<file path="src/sv/md5_pkg.sv">
// ----------------------------------------------------------------------------
// md5_pkg: shared types, constants and tables of the MD5 digest unit
// Beat payloads, the working-state struct, the controller states, the sine
// constant table and the per-step message index and rotate amount.
// ----------------------------------------------------------------------------
package md5_pkg;

	typedef struct packed {
		logic [7:0] data_byte;
		logic       byte_present;
		logic       end_of_message;
	} md5_in_t;

	typedef struct packed {
		logic [63:0] digest_half;
		logic        last_half;
	} md5_out_t;

	typedef struct packed {
		logic [31:0] a;
		logic [31:0] b;
		logic [31:0] c;
		logic [31:0] d;
	} md5_abcd_t;

	typedef enum logic [2:0] {
		ST_IDLE,
		ST_LOAD,
		ST_COMP,
		ST_FOLD,
		ST_PAD,
		ST_DONE
	} md5_state_t;

	localparam int unsigned CNT_W = 61;

	localparam logic [31:0] IV_A = 32'h67452301;
	localparam logic [31:0] IV_B = 32'hefcdab89;
	localparam logic [31:0] IV_C = 32'h98badcfe;
	localparam logic [31:0] IV_D = 32'h10325476;

	localparam logic [7:0] PAD_BYTE  = 8'h80;
	localparam logic [5:0] LEN_START = 6'd56;
	localparam logic [3:0] LEN_LO_W  = 4'd14;
	localparam logic [3:0] LEN_HI_W  = 4'd15;
	localparam logic [5:0] LAST_STEP = 6'd63;

	localparam logic [31:0] SINE_K [64] = '{
		32'hd76aa478, 32'he8c7b756, 32'h242070db, 32'hc1bdceee,
		32'hf57c0faf, 32'h4787c62a, 32'ha8304613, 32'hfd469501,
		32'h698098d8, 32'h8b44f7af, 32'hffff5bb1, 32'h895cd7be,
		32'h6b901122, 32'hfd987193, 32'ha679438e, 32'h49b40821,
		32'hf61e2562, 32'hc040b340, 32'h265e5a51, 32'he9b6c7aa,
		32'hd62f105d, 32'h02441453, 32'hd8a1e681, 32'he7d3fbc8,
		32'h21e1cde6, 32'hc33707d6, 32'hf4d50d87, 32'h455a14ed,
		32'ha9e3e905, 32'hfcefa3f8, 32'h676f02d9, 32'h8d2a4c8a,
		32'hfffa3942, 32'h8771f681, 32'h6d9d6122, 32'hfde5380c,
		32'ha4beea44, 32'h4bdecfa9, 32'hf6bb4b60, 32'hbebfbc70,
		32'h289b7ec6, 32'heaa127fa, 32'hd4ef3085, 32'h04881d05,
		32'hd9d4d039, 32'he6db99e5, 32'h1fa27cf8, 32'hc4ac5665,
		32'hf4292244, 32'h432aff97, 32'hab9423a7, 32'hfc93a039,
		32'h655b59c3, 32'h8f0ccc92, 32'hffeff47d, 32'h85845dd1,
		32'h6fa87e4f, 32'hfe2ce6e0, 32'ha3014314, 32'h4e0811a1,
		32'hf7537e82, 32'hbd3af235, 32'h2ad7d2bb, 32'heb86d391
	};

	// message word used by a step
	function automatic logic [3:0] msg_idx(input logic [5:0] step);
		logic [3:0] s;
		logic [3:0] r;
		s = step[3:0];
		case (step[5:4])
			2'd0:    r = s;
			2'd1:    r = s * 4'd5 + 4'd1;
			2'd2:    r = s * 4'd3 + 4'd5;
			default: r = s * 4'd7;
		endcase
		return r;
	endfunction

	// left rotate amount of a step
	function automatic logic [4:0] rot_amt(input logic [5:0] step);
		logic [4:0] r;
		case ({step[5:4], step[1:0]})
			4'd0:    r = 5'd7;
			4'd1:    r = 5'd12;
			4'd2:    r = 5'd17;
			4'd3:    r = 5'd22;
			4'd4:    r = 5'd5;
			4'd5:    r = 5'd9;
			4'd6:    r = 5'd14;
			4'd7:    r = 5'd20;
			4'd8:    r = 5'd4;
			4'd9:    r = 5'd11;
			4'd10:   r = 5'd16;
			4'd11:   r = 5'd23;
			4'd12:   r = 5'd6;
			4'd13:   r = 5'd10;
			4'd14:   r = 5'd15;
			default: r = 5'd21;
		endcase
		return r;
	endfunction

endpackage

</file>
<file path="src/sv/md5_message_digest_unit.sv">
// ----------------------------------------------------------------------------
// md5_message_digest_unit: MD5 digest of a byte stream
// Collects bytes into a 16-word block memory, compresses each full block one
// step per cycle, pads and appends the bit length at end of message, and
// returns the 128-bit digest as two 64-bit beats.
// ----------------------------------------------------------------------------
//
//  channel | handshake            | payload                                  | beats
//  --------+----------------------+------------------------------------------+-------------
//  in      | in_valid / in_ready  | data_byte, byte_present, end_of_message  | one per item
//  out     | out_valid / out_ready| digest_half, last_half                   | two per message
//
// Bytes are accepted back to back while a block fills. The beat that
// completes a 64-byte block holds the input through LOAD (first block
// memory read), COMP (64 compression steps, one per cycle, limited by the
// single read port of the block memory) and FOLD (fold into the chaining
// words). End of message adds a pad pass writing the padded words (up to
// 16) in turn plus a compression, twice when the length no longer fits,
// and DONE to load the digest into the output register. Reset: asynchronous,
// clears the controller and byte count, presets the chaining words to the
// IV; the block memory is not cleared, since padding overwrites every word
// that a compression reads. Stalls: the digest sits in an output register,
// so a stalled output only holds the input once the next digest is ready.
//
module md5_message_digest_unit (
	input  logic             clk,
	input  logic             arst_n,
	input  logic             in_valid,
	output logic             in_ready,
	input  md5_pkg::md5_in_t in_data,
	output logic             out_valid,
	input  logic             out_ready,
	output md5_pkg::md5_out_t out_data
);

	// controller
	md5_pkg::md5_state_t state_q, state_d;

	logic [md5_pkg::CNT_W-1:0] cnt_q;
	logic [md5_pkg::CNT_W-1:0] cnt_inc;
	logic [md5_pkg::CNT_W-1:0] cnt_nx;
	logic                      fin_q;
	logic                      padded_q;
	logic                      lendone_q;
	logic [3:0]                pw_q;
	logic [5:0]                step_q;

	// chaining words and working state
	logic [31:0]        h_q [4];
	md5_pkg::md5_abcd_t work_q;
	md5_pkg::md5_abcd_t work_nxt;

	// partial word of incoming bytes
	logic [31:0] acc_q;

	// block memory
	logic [31:0] blk_mem [16];
	logic [31:0] rd_data_q;
	logic [3:0]  rd_addr;
	logic        wr_en;
	logic [3:0]  wr_addr;
	logic [31:0] wr_data;

	// output register
	logic         out_valid_q;
	logic         half_q;
	logic [127:0] dig_q;

	logic        in_acc;
	logic        byte_acc;
	logic        blk_full;
	logic        lenpass;
	logic        marker;
	logic        done_leave;
	logic [31:0] pad_word;
	logic [63:0] bit_len;

	assign in_ready = (state_q == md5_pkg::ST_IDLE);
	assign in_acc   = in_valid & in_ready;
	assign byte_acc = in_acc & in_data.byte_present;
	assign cnt_inc  = cnt_q + md5_pkg::CNT_W'(1);
	assign cnt_nx   = byte_acc ? cnt_inc : cnt_q;
	assign blk_full = byte_acc & (cnt_inc[5:0] == 6'd0);

	assign bit_len  = {cnt_q, 3'b000};
	// length fits in this pad pass when it is the second one or space remains
	assign lenpass  = padded_q | (cnt_q[5:0] < md5_pkg::LEN_START);
	assign marker   = ~padded_q & (pw_q == cnt_q[5:2]);

	assign done_leave = (state_q == md5_pkg::ST_DONE) & ~out_valid_q;

	// build one padding word: leftover bytes, the 0x80 marker, zeros, length
	always_comb begin
		pad_word = '0;
		if (marker) begin
			for (int l = 0; l < 4; l++) begin
				if (2'(l) < cnt_q[1:0]) begin
					pad_word[8*l +: 8] = acc_q[8*l +: 8];
				end else if (2'(l) == cnt_q[1:0]) begin
					pad_word[8*l +: 8] = md5_pkg::PAD_BYTE;
				end
			end
		end
		if (lenpass && pw_q == md5_pkg::LEN_LO_W) begin
			pad_word = bit_len[31:0];
		end else if (lenpass && pw_q == md5_pkg::LEN_HI_W) begin
			pad_word = bit_len[63:32];
		end
	end

	// next state
	always_comb begin
		state_d = state_q;
		case (state_q)
			md5_pkg::ST_IDLE: begin
				if (in_acc) begin
					if (blk_full) begin
						state_d = md5_pkg::ST_LOAD;
					end else if (in_data.end_of_message) begin
						state_d = md5_pkg::ST_PAD;
					end
				end
			end
			md5_pkg::ST_LOAD: state_d = md5_pkg::ST_COMP;
			md5_pkg::ST_COMP: begin
				if (step_q == md5_pkg::LAST_STEP) begin
					state_d = md5_pkg::ST_FOLD;
				end
			end
			md5_pkg::ST_FOLD: begin
				if (!fin_q) begin
					state_d = md5_pkg::ST_IDLE;
				end else if (lendone_q) begin
					state_d = md5_pkg::ST_DONE;
				end else begin
					state_d = md5_pkg::ST_PAD;
				end
			end
			md5_pkg::ST_PAD: begin
				if (pw_q == md5_pkg::LEN_HI_W) begin
					state_d = md5_pkg::ST_LOAD;
				end
			end
			md5_pkg::ST_DONE: begin
				if (!out_valid_q) begin
					state_d = md5_pkg::ST_IDLE;
				end
			end
			default: state_d = md5_pkg::ST_IDLE;
		endcase
	end

	// memory controls per state
	always_comb begin
		wr_en   = 1'b0;
		wr_addr = cnt_q[5:2];
		wr_data = {in_data.data_byte, acc_q[23:0]};
		rd_addr = md5_pkg::msg_idx(step_q + 6'd1);
		case (state_q)
			md5_pkg::ST_IDLE: begin
				// write a word once its fourth byte arrives
				wr_en = byte_acc & (cnt_q[1:0] == 2'd3);
			end
			md5_pkg::ST_LOAD: begin
				rd_addr = md5_pkg::msg_idx(6'd0);
			end
			md5_pkg::ST_PAD: begin
				wr_en   = 1'b1;
				wr_addr = pw_q;
				wr_data = pad_word;
			end
			default: wr_en = 1'b0;
		endcase
	end

	// block memory: one write port, one registered read port; writes and
	// compression reads never overlap in time
	always_ff @(posedge clk) begin
		if (wr_en) begin
			blk_mem[wr_addr] <= wr_data;
		end
		rd_data_q <= blk_mem[rd_addr];
	end

	md5_step u_step (
		.cur  (work_q),
		.word (rd_data_q),
		.step (step_q),
		.nxt  (work_nxt)
	);

	always_ff @(posedge clk or negedge arst_n) begin
		if (!arst_n) begin
			state_q   <= md5_pkg::ST_IDLE;
			cnt_q     <= '0;
			fin_q     <= 1'b0;
			padded_q  <= 1'b0;
			lendone_q <= 1'b0;
			pw_q      <= '0;
			step_q    <= '0;
			h_q[0]    <= md5_pkg::IV_A;
			h_q[1]    <= md5_pkg::IV_B;
			h_q[2]    <= md5_pkg::IV_C;
			h_q[3]    <= md5_pkg::IV_D;
		end else begin
			state_q <= state_d;
			if (in_acc) begin
				cnt_q <= cnt_nx;
				pw_q  <= cnt_nx[5:2];
				if (in_data.end_of_message) begin
					fin_q <= 1'b1;
				end
			end
			if (state_q == md5_pkg::ST_LOAD) begin
				step_q <= '0;
			end else if (state_q == md5_pkg::ST_COMP) begin
				step_q <= step_q + 6'd1;
			end
			if (state_q == md5_pkg::ST_PAD) begin
				pw_q <= pw_q + 4'd1;
				if (pw_q == md5_pkg::LEN_HI_W) begin
					padded_q  <= 1'b1;
					lendone_q <= lenpass;
				end
			end
			if (state_q == md5_pkg::ST_FOLD) begin
				// second pad pass always starts at word zero
				pw_q   <= '0;
				h_q[0] <= h_q[0] + work_q.a;
				h_q[1] <= h_q[1] + work_q.b;
				h_q[2] <= h_q[2] + work_q.c;
				h_q[3] <= h_q[3] + work_q.d;
			end
			if (done_leave) begin
				// restore the initial vector for the next message
				cnt_q     <= '0;
				fin_q     <= 1'b0;
				padded_q  <= 1'b0;
				lendone_q <= 1'b0;
				h_q[0]    <= md5_pkg::IV_A;
				h_q[1]    <= md5_pkg::IV_B;
				h_q[2]    <= md5_pkg::IV_C;
				h_q[3]    <= md5_pkg::IV_D;
			end
		end
	end

	// payload registers
	always_ff @(posedge clk) begin
		if (byte_acc) begin
			acc_q[8*cnt_q[1:0] +: 8] <= in_data.data_byte;
		end
		if (state_q == md5_pkg::ST_LOAD) begin
			work_q <= '{a: h_q[0], b: h_q[1], c: h_q[2], d: h_q[3]};
		end else if (state_q == md5_pkg::ST_COMP) begin
			work_q <= work_nxt;
		end
		if (done_leave) begin
			dig_q <= {h_q[3], h_q[2], h_q[1], h_q[0]};
		end
	end

	// output beats: low half first, then the high half
	always_ff @(posedge clk or negedge arst_n) begin
		if (!arst_n) begin
			out_valid_q <= 1'b0;
			half_q      <= 1'b0;
		end else if (done_leave) begin
			out_valid_q <= 1'b1;
			half_q      <= 1'b0;
		end else if (out_valid_q && out_ready) begin
			if (half_q) begin
				out_valid_q <= 1'b0;
				half_q      <= 1'b0;
			end else begin
				half_q <= 1'b1;
			end
		end
	end

	assign out_valid = out_valid_q;

	always_comb begin
		out_data.digest_half = half_q ? dig_q[127:64] : dig_q[63:0];
		out_data.last_half   = half_q;
	end

endmodule

</file>
<file path="src/sv/md5_step.sv">
// ----------------------------------------------------------------------------
// md5_step: one MD5 compression step
// Mixes the working words with one message word and one sine constant and
// returns the rotated working state for the next step.
// ----------------------------------------------------------------------------
module md5_step (
	input  md5_pkg::md5_abcd_t cur,
	input  logic [31:0]        word,
	input  logic [5:0]         step,
	output md5_pkg::md5_abcd_t nxt
);

	logic [31:0] mix;
	logic [31:0] sum;
	logic [63:0] dbl;
	logic [31:0] rot;

	always_comb begin
		case (step[5:4])
			2'd0:    mix = (cur.b & cur.c) | (~cur.b & cur.d);
			2'd1:    mix = (cur.b & cur.d) | (cur.c & ~cur.d);
			2'd2:    mix = cur.b ^ cur.c ^ cur.d;
			default: mix = cur.c ^ (cur.b | ~cur.d);
		endcase
		sum = cur.a + mix + word + md5_pkg::SINE_K[step];
		// rotate left through a doubled word
		dbl = {sum, sum} << md5_pkg::rot_amt(step);
		rot = dbl[63:32];
		nxt.a = cur.d;
		nxt.b = cur.b + rot;
		nxt.c = cur.b;
		nxt.d = cur.c;
	end

endmodule
</file>
<file path="config.mk">
export PLATFORM = sky130hd
export DESIGN_NAME = md5_message_digest_unit
export DESIGN_NICKNAME = d
export VERILOG_FILES = /design/src/sv/md5_pkg.sv /design/src/sv/md5_message_digest_unit.sv /design/src/sv/md5_step.sv
export SDC_FILE = /design/constraint.sdc
export NUM_CORES = 2
export LEC_CHECK = 0
export BUFFER_PORTS_ARGS = -buffer_cell sky130_fd_sc_hd__buf_2
export CORE_MARGIN = 2
export CORE_UTILIZATION = 55
export DETAILED_ROUTE_END_ITERATION = 10
export GPL_ROUTABILITY_DRIVEN = 0
export PLACE_DENSITY = 0.74
export SETUP_SLACK_MARGIN = 0.05
export SLEW_MARGIN = 15
export SYNTH_ARGS = -nofsm -noshare
export SYNTH_HDL_FRONTEND = slang
export SYNTH_SLANG_ARGS = --single-unit
export TNS_END_PERCENT = 5
</file>
<file path="constraint.sdc">
create_clock -name clk -period 8.7 [get_ports clk]
set_clock_uncertainty 0.05 [all_clocks]
set_input_delay 0.435 -clock clk [delete_from_list [all_inputs] [get_ports clk]]
set_output_delay 0.435 -clock clk [all_outputs]
set_load 0.03 [all_outputs]
</file>
# [Yosys cells after proc, flatten, opt, wreduce, memory -nomap -nowiden]
# Memories as Yosys holds them, arrays and structs flattened. A register that Yosys moved wholly into a read port is not among the register bits.
# Index checks and enable logic that the tools add are counted.
[op_classes] addsub=14 mul=3 div_mod_pow=0 n_lt_le_gt_ge=6 n_eq_ne=22 n_shift=3 n_mux=59 bitwise_logic=22 n_reduce_logical=23
[ops] operator="$mux 128" count=4
[ops] operator="$add 32x32->32" count=8
[ops] operator="$mux 32" count=6
[ops] operator="$mux 61" count=3
[ops] operator="$and 32x32->32" count=4
[ops] operator="$or 32x32->32" count=3
[ops] operator="$pmux 32 s3" count=1
[ops] operator="$xor 32x32->32" count=3
[ops] operator="$mux 64" count=1
[ops] operator="$mux 8" count=8
[ops] operator="$not 32->32" count=2
[ops] operator="$shl 64x5->64" count=1
[ops] operator="$add 61x1->61 const B" count=1
[ops] operator="$neg 5->34" count=1
[ops] operator="$shift 8x34->32 const A" count=1
[ops] operator="$shiftx 8x34->32" count=1
[ops] operator="$bwmux 32" count=1
[ops] operator="$mux 3" count=7
[ops] operator="$mux 4" count=5
[ops] operator="$mux 1" count=18
[ops] operator="$pmux 3 s6" count=1
[ops] operator="$reduce_bool 2->1" count=9
[ops] operator="$mux 6" count=2
[ops] operator="$pmux 4 s3" count=1
[ops] operator="other kinds (34)" count=60
[totals] regBits=495 latchBits=0 mem_bits_rw=512 romBits=2128 inputBits=14 output_inout_bits=67 wordCells=175 mem_count=3
[mem_list] memory="(no name shown)" depth=64 word_bits=32 read_ports=1 rd_clocked_by_memory_dff=0 wr=0 line_no="md5_step.sv:25" text="sum = cur.a + mix + word + md5_pkg::SINE_K[step];"
[mem_list] memory="blk_mem" depth=16 word_bits=32 read_ports=1 rd_clocked_by_memory_dff=1 wr=1 line_no="md5_message_digest_unit.sv:57" text="logic [31:0] blk_mem [16];"
[mem_list] memory="(no name shown)" depth=16 word_bits=5 read_ports=1 rd_clocked_by_memory_dff=0 wr=0 line_no="md5_pkg.sv:84" text="case ({step[5:4], step[1:0]})"

# [Logic depth before layout (Yosys ltp)]
[logic_depth] ltp_word=11 depth_mapped=43 mapped_depth_nobuf=41

# [Hierarchy]
# Synthesis repeated with hierarchy kept, for this count alone.
[unflattened] hier_cells=6025 hier_area_um2=60875.9
[modules_own_cells] module="md5_message_digest_unit" instances=1 cells_per_inst=4120 area_per_inst_um2=47939.7 seq_area_each_um2=29683.5
[modules_own_cells] module="md5_step" instances=1 cells_per_inst=1905 area_per_inst_um2=12936.2 seq_area_each_um2=0.0

# [Worst setup path after synthesis]
# No wires, ideal clock.
[synth_timing] path_type="reg-to-reg" startpoint="register step_q[1]" endpoint="register work_q[95] in the netlist's numbering, data pin" setup_ps=260 arrival_ps=8925 t_required_ps=8390 setup_slack_ps=-535 path_stages_with_launch=43 cell_sequence="dfrtp_1 -> clkbuf_1 -> inv_1 -> ha_1 -> clkbuf_1 -> clkbuf_1 -> nor2_1 -> o311ai_0 -> o21ai_0 -> a22oi_1 -> o31ai_1 -> fa_1 -> inv_1 -> fa_1 -> inv_1 -> ha_1 -> inv_1 -> fa_1 -> [7 not listed] -> a21oi_1 -> o21ai_0 -> mux2i_1 -> mux2i_1 -> mux2i_1 -> ha_1 -> a211oi_1 -> o21ai_1 -> a21oi_1 -> a21oi_1 -> a41o_1 -> o41a_1 -> a211o_1 -> a21oi_1 -> o21bai_1 -> xnor2_1 -> xnor2_1 -> mux2_2"
[synth_between] elab_chain_cells=9
[synth_lines] item="start: declaration" line_no="md5_message_digest_unit.sv:46" text="logic [5:0] step_q;"
[synth_lines] item="start signal: assignment" line_no="md5_message_digest_unit.sv:217" text="step_q <= step_q + 6'd1;"
[synth_lines] item="$not 6->7 (not written as such)" line_no="md5_step.sv:25"
[synth_lines] item="$mem_v2 64x32"
[synth_lines] item="$mux 32 (not written as such) (2 in series)" line_no="md5_step.sv:25"
[synth_lines] item="$add 32x32->32" line_no="md5_step.sv:25"
[synth_lines] item="$shl 64x5->64 (*)" line_no="md5_step.sv:27" text="dbl = {sum, sum} << md5_pkg::rot_amt(step);"
[synth_lines] item="$add 32x32->32 (*)" line_no="md5_step.sv:30" text="nxt.b = cur.b + rot;"
[synth_lines] item="$mux 128 (*)" line_no="md5_message_digest_unit.sv:255" text="end else if (state_q == md5_pkg::ST_COMP) begin"
[synth_lines] item="$mux 128 (*)" line_no="md5_message_digest_unit.sv:253" text="if (state_q == md5_pkg::ST_LOAD) begin"
[synth_lines] item="end signal: assignment" line_no="md5_message_digest_unit.sv:254" text="work_q <= '{a: h_q[0], b: h_q[1], c: h_q[2], d: h_q[3]};"
[synth_lines] item="end signal: assignment" line_no="md5_message_digest_unit.sv:256" text="work_q <= work_nxt;"
[synth_lines] item="end: declaration" line_no="md5_message_digest_unit.sv:50" text="md5_pkg::md5_abcd_t work_q;"
# Every way passes the cells marked *; elsewhere a longest branch is shown, timed or not. The select of a mux whose other input is x is not followed.
# A chain may end at the register's enable or synchronous reset.

# [Worst setup path in the final report]
# Ends and elaborated chain as after synthesis.

==> Implementation_results.wiki <==
{| class="wikitable"
! Metric !! Value
|-
| Outcome || finished, violations left
|-
| Violations in the final reports || design-rule violations, negative setup slack
|-
| Clock insertion delay at the later pin of the skew report || between 0.7 and 0.8 ns
|-
| Simple logic cell fraction of the synthesized area || 14.7%
|-
| Share of the yosys chip area belonging to registers || 50.4%
|-
| Number of detailed-route iterations in the first pass || 11
|-
| Top post-synthesis cells by area || sky130_fd_sc_hd__edfxtp_1, sky130_fd_sc_hd__nand2_1, sky130_fd_sc_hd__dfrtp_1
|-
| Clock tree root driver cell || sky130_fd_sc_hd__clkbuf_16
|-
| Crit path capture type || flop
|-
| Final critical-path share of the clock period || 103%
|-
| Max Buffers Root-to-Sink || 3
|-
| Maximum achievable frequency || 0.112 GHz
|-
| Count of nets after finishing || around 6400
|-
| ANT nets after route || 0
|-
| Unrepaired setup endpoints after global routing || true
|-
| Area fraction in compound gates after synthesis || 17.2%
|-
| GRT Resource Usage Total || between 30% and 40%
|-
| Main combinational cell family by area after synthesis || compound AO/OA/AOI/OAI gates
|-
| Leak || between 20 and 30 nW
|-
| Leading area contributor after synthesis || sky130_fd_sc_hd__edfxtp_1
|-
| Max stage delay on crit path || 0.55 ns
|-
| Mean area per synthesized cell || 10.2 µm²
|-
| Worst path required time || 9.10 ns
|-
| Total chip power || 10.2 mW
|-
| Depth of the CTS H-tree || 3
|-
| Synthesized flop and latch total || 1031
|-
| Worst slew margin relative to its limit || 26.3%
|-
| Count of flip-flops with a built-in enable after synthesis || about 800
|-
| MaxCap Viol Count || 0
|-
| Cell area after synthesis || 0.0589 mm²
|-
| Pin count of the biggest net entering global routing || 153
|-
| Commonest cells in the netlist || sky130_fd_sc_hd__nand2_1, sky130_fd_sc_hd__edfxtp_1, sky130_fd_sc_hd__a21oi_1
|-
| Number of port buffers || 80
|-
| Net count of the mapped netlist || 6082
|-
| DRC violation total after the first TritonRoute iteration || 6209
|-
| Cell count after synthesis || 5779
|-
| Global-route wire length before repair || 269000 µm
|-
| Clk slew on worst S/H paths || 0.06 ns
|-
| Most frequent cell after synthesis || sky130_fd_sc_hd__nand2_1
|-
| Floorplan row count || 120
|-
| Horizontal die dimension || 331 µm
|-
| Effective utilization at floorplan || 55.2%
|-
| DP HPWL || 116000 µm
|-
| Worst min-delay path category || primary input to flop
|-
| Top_reg_cell synth || sky130_fd_sc_hd__edfxtp_1
|-
| Mux cell area share after synthesis || 3.22%
|-
| Count of unique library cells instantiated by Yosys || around 110
|-
| Antenna violations before repair || 8
|-
| Time the final worst path needs with I/O delays and setup || 8.95 ns
|-
| CTS sink count || 1031
|-
| Residual DRC count || 2
|-
| Number of primary I/O pins || 81
|-
| Vias in the first global route || approximately 45000
|-
| Critical path's slowest cell || sky130_fd_sc_hd__fa_1
|-
| Critical path class || flop to flop
|-
| Startpoint types || flop
|-
| Worst path setup slack after routing || -0.248 ns
|-
| Top fanout value on the critical path || 8
|-
| Post-Place Setup Slack || -0.397 ns
|-
| Adder-Cell Fraction of Synth Area || 7.02%
|-
| YS warnings || 0
|-
| Total congestion overflow after global routing || 0
|-
| CTS tree || yes
|-
| Area of the core || 0.107 mm²
|-
| Final hold violation count || 0
|-
| Cell area after placement || 0.0632 mm²
|-
| CTS buffer count || 106
|-
| Post-synthesis async set-or-reset flop share || 20.1%
|-
| Slew Viols, Final || 0
|-
| Post-DR vias/cell || 6.34
|-
| Pwr Density || 150 mW/mm²
|-
| Ratio of cells with drive above 1 in the final layout || between 10% and 20%
|-
| Mean routed wirelength per cell || 23.3 µm
|-
| Critical path data arrival time || 9.35 ns
|-
| Die footprint || 0.110 mm²
|-
| Final standard cell area without fillers || 0.0680 mm²
|-
| Y dimension of the die || roughly 330 µm
|-
| Area added between synthesis and finish || 15.5%
|-
| Count of endpoints failing setup in the final report || 7
|-
| Worst voltage drop across the vdd grid || 196 µV
|-
| Fillers || 8202
|-
| Final Routed Wirelength || 177000 µm
|-
| Portion of synthesized cell area occupied by the leading cell type || 40.4%
|-
| Top cell by count, worst path || sky130_fd_sc_hd__a21oi_2
|-
| Post-synthesis xor/xnor area fraction || roughly 4.0%
|-
| Number of vias after detailed routing || 48100
|-
| Worst slew pin tran || 1.11 ns
|}
==> cells by family (layout without fill, tap and decap cells) <==
kind of cell / Yosys count / in the layout
buffers and inverters: 526 / 928
other: 0 / 1
adder cells (fa/ha/maj): 290 / 290
multiplexers: 169 / 169
AND/OR/NAND/NOR: 1957 / 1957
flip-flops: 1031 / 1031
AO/OA/AOI/OAI: 1541 / 1541
XOR/XNOR: 265 / 265
==> placed cells by master (no fill, tap or decap), types with 140 or more instances in the layout <==
cell / instances
sky130_fd_sc_hd__nor2_1: 291
sky130_fd_sc_hd__a211oi_1: 171
sky130_fd_sc_hd__buf_4: 434
sky130_fd_sc_hd__inv_1: 186
sky130_fd_sc_hd__xnor2_1: 146
sky130_fd_sc_hd__a21oi_1: 330
sky130_fd_sc_hd__nand3_1: 140
sky130_fd_sc_hd__ha_1: 206
sky130_fd_sc_hd__edfxtp_1: 792
sky130_fd_sc_hd__o21ai_0: 312
sky130_fd_sc_hd__nand2_1: 1038
==> path summary, 6_finish.rpt <==
| check | slack [ns] | to | depth (start not counted) | start |
|---|---|---|---|---|
| worst max-delay path | -0.25 | work_q[95]$_DFFE_PP_ | 39 | step_q[1]$_DFFE_PN0P_ |
| worst min-delay path | 0.02 | acc_q[7]$_DFFE_PP_ | 2 | in_data[9] |
| worst max register to register | -0.25 | work_q[95]$_DFFE_PP_ | 39 | step_q[1]$_DFFE_PN0P_ |
| worst min register to register | 0.45 | dig_q[8]$_DFFE_PP_ | 0 | h_q[104]$_DFFE_PN1P_ |
| max in group asynchronous | 6.45 | half_q$_DFFE_PN0P_ | 4 | arst_n |
| min in group asynchronous | 0.19 | h_q[65]$_DFFE_PN0P_ | 2 | arst_n |
==> power breakdown <==
group | total [mW] | leakage [nW] | switching [mW] | internal, mW
clock | 4.80 | 1.78 | 2.01 | 2.79
combinational | 0.153 | 14.7 | 0.100 | 0.0528
sequential | 5.27 | 9.44 | 0.0165 | 5.26
==> flip-flops by register name (all words and copies together) (netlist names) <==
register,cells
h_q,128
padded_q,1
dig_q,128
rd_data_q,32
work_q,128
step_q,6
lendone_q,1
cnt_q,61
half_q,1
out_valid,1
fin_q,1
acc_q,24
state_q,3
pw_q,4
blk_mem,512
==> critical path, delay by kind of cell, from the launching register on <==
| kind | cells | cell delay [ns] |
|---|---|---|
| compound gates | 20 | 3.97 |
| xor+xnor | 2 | 0.27 |
| fa+ha+maj | 5 | 2.06 |
| buf+inv | 7 | 1.05 |
| flops | 1 | 0.40 |
| mux | 3 | 0.73 |
| simple gates | 2 | 0.15 |
==> final cells by class <==
cell class,count,area [µm²],area share [%]
flip-flops and latches,1031,29700,43.7
multi-input cells,4222,28100,41.4
repair buffers,530,3920,5.77
clock buffers,150,2940,4.32
well taps,1403,1760,2.58
clock inverters,52,778,1.14
inverters,196,748,1.10
diodes,1,2.50,0.00368
==> layer usage <==
layer,wire (µm),global-route usage [%],vias to the layer above
met5,143,0,-
li1,-,-,21700
met1,70300,43.8,23200
met3,18300,6.89,584
met4,8430,13.4,10
met2,79900,49.2,2598
==> metrics by stage <==
stage | TNS (ns) | hold slack [ns] | instances | utilization, %
global placement | -1.43 | 0.377 | 7342 | 59.3
global route | -3.31 | 0.0294 | 7584 | 63.8
floorplan | 0 | 0.0894 | 5779 | -
CTS | -0.148 | 0.00803 | 7569 | 63.3
detailed placement | -1.92 | 0.370 | 7342 | 59.3
finish | -0.683 | 0.0245 | 7585 | 63.8
==> what timing repair did <==
action / 4_1_cts / 5_1_grt
gates resized for setup: 73 / 85
hold endpoints to repair: 64 / 0
hold buffers: 4 / 0
pin swaps: 46 / 52
buffers inserted: 21 / 15
setup endpoints to repair: 10 / 17
(Power assumes the default switching activity.)
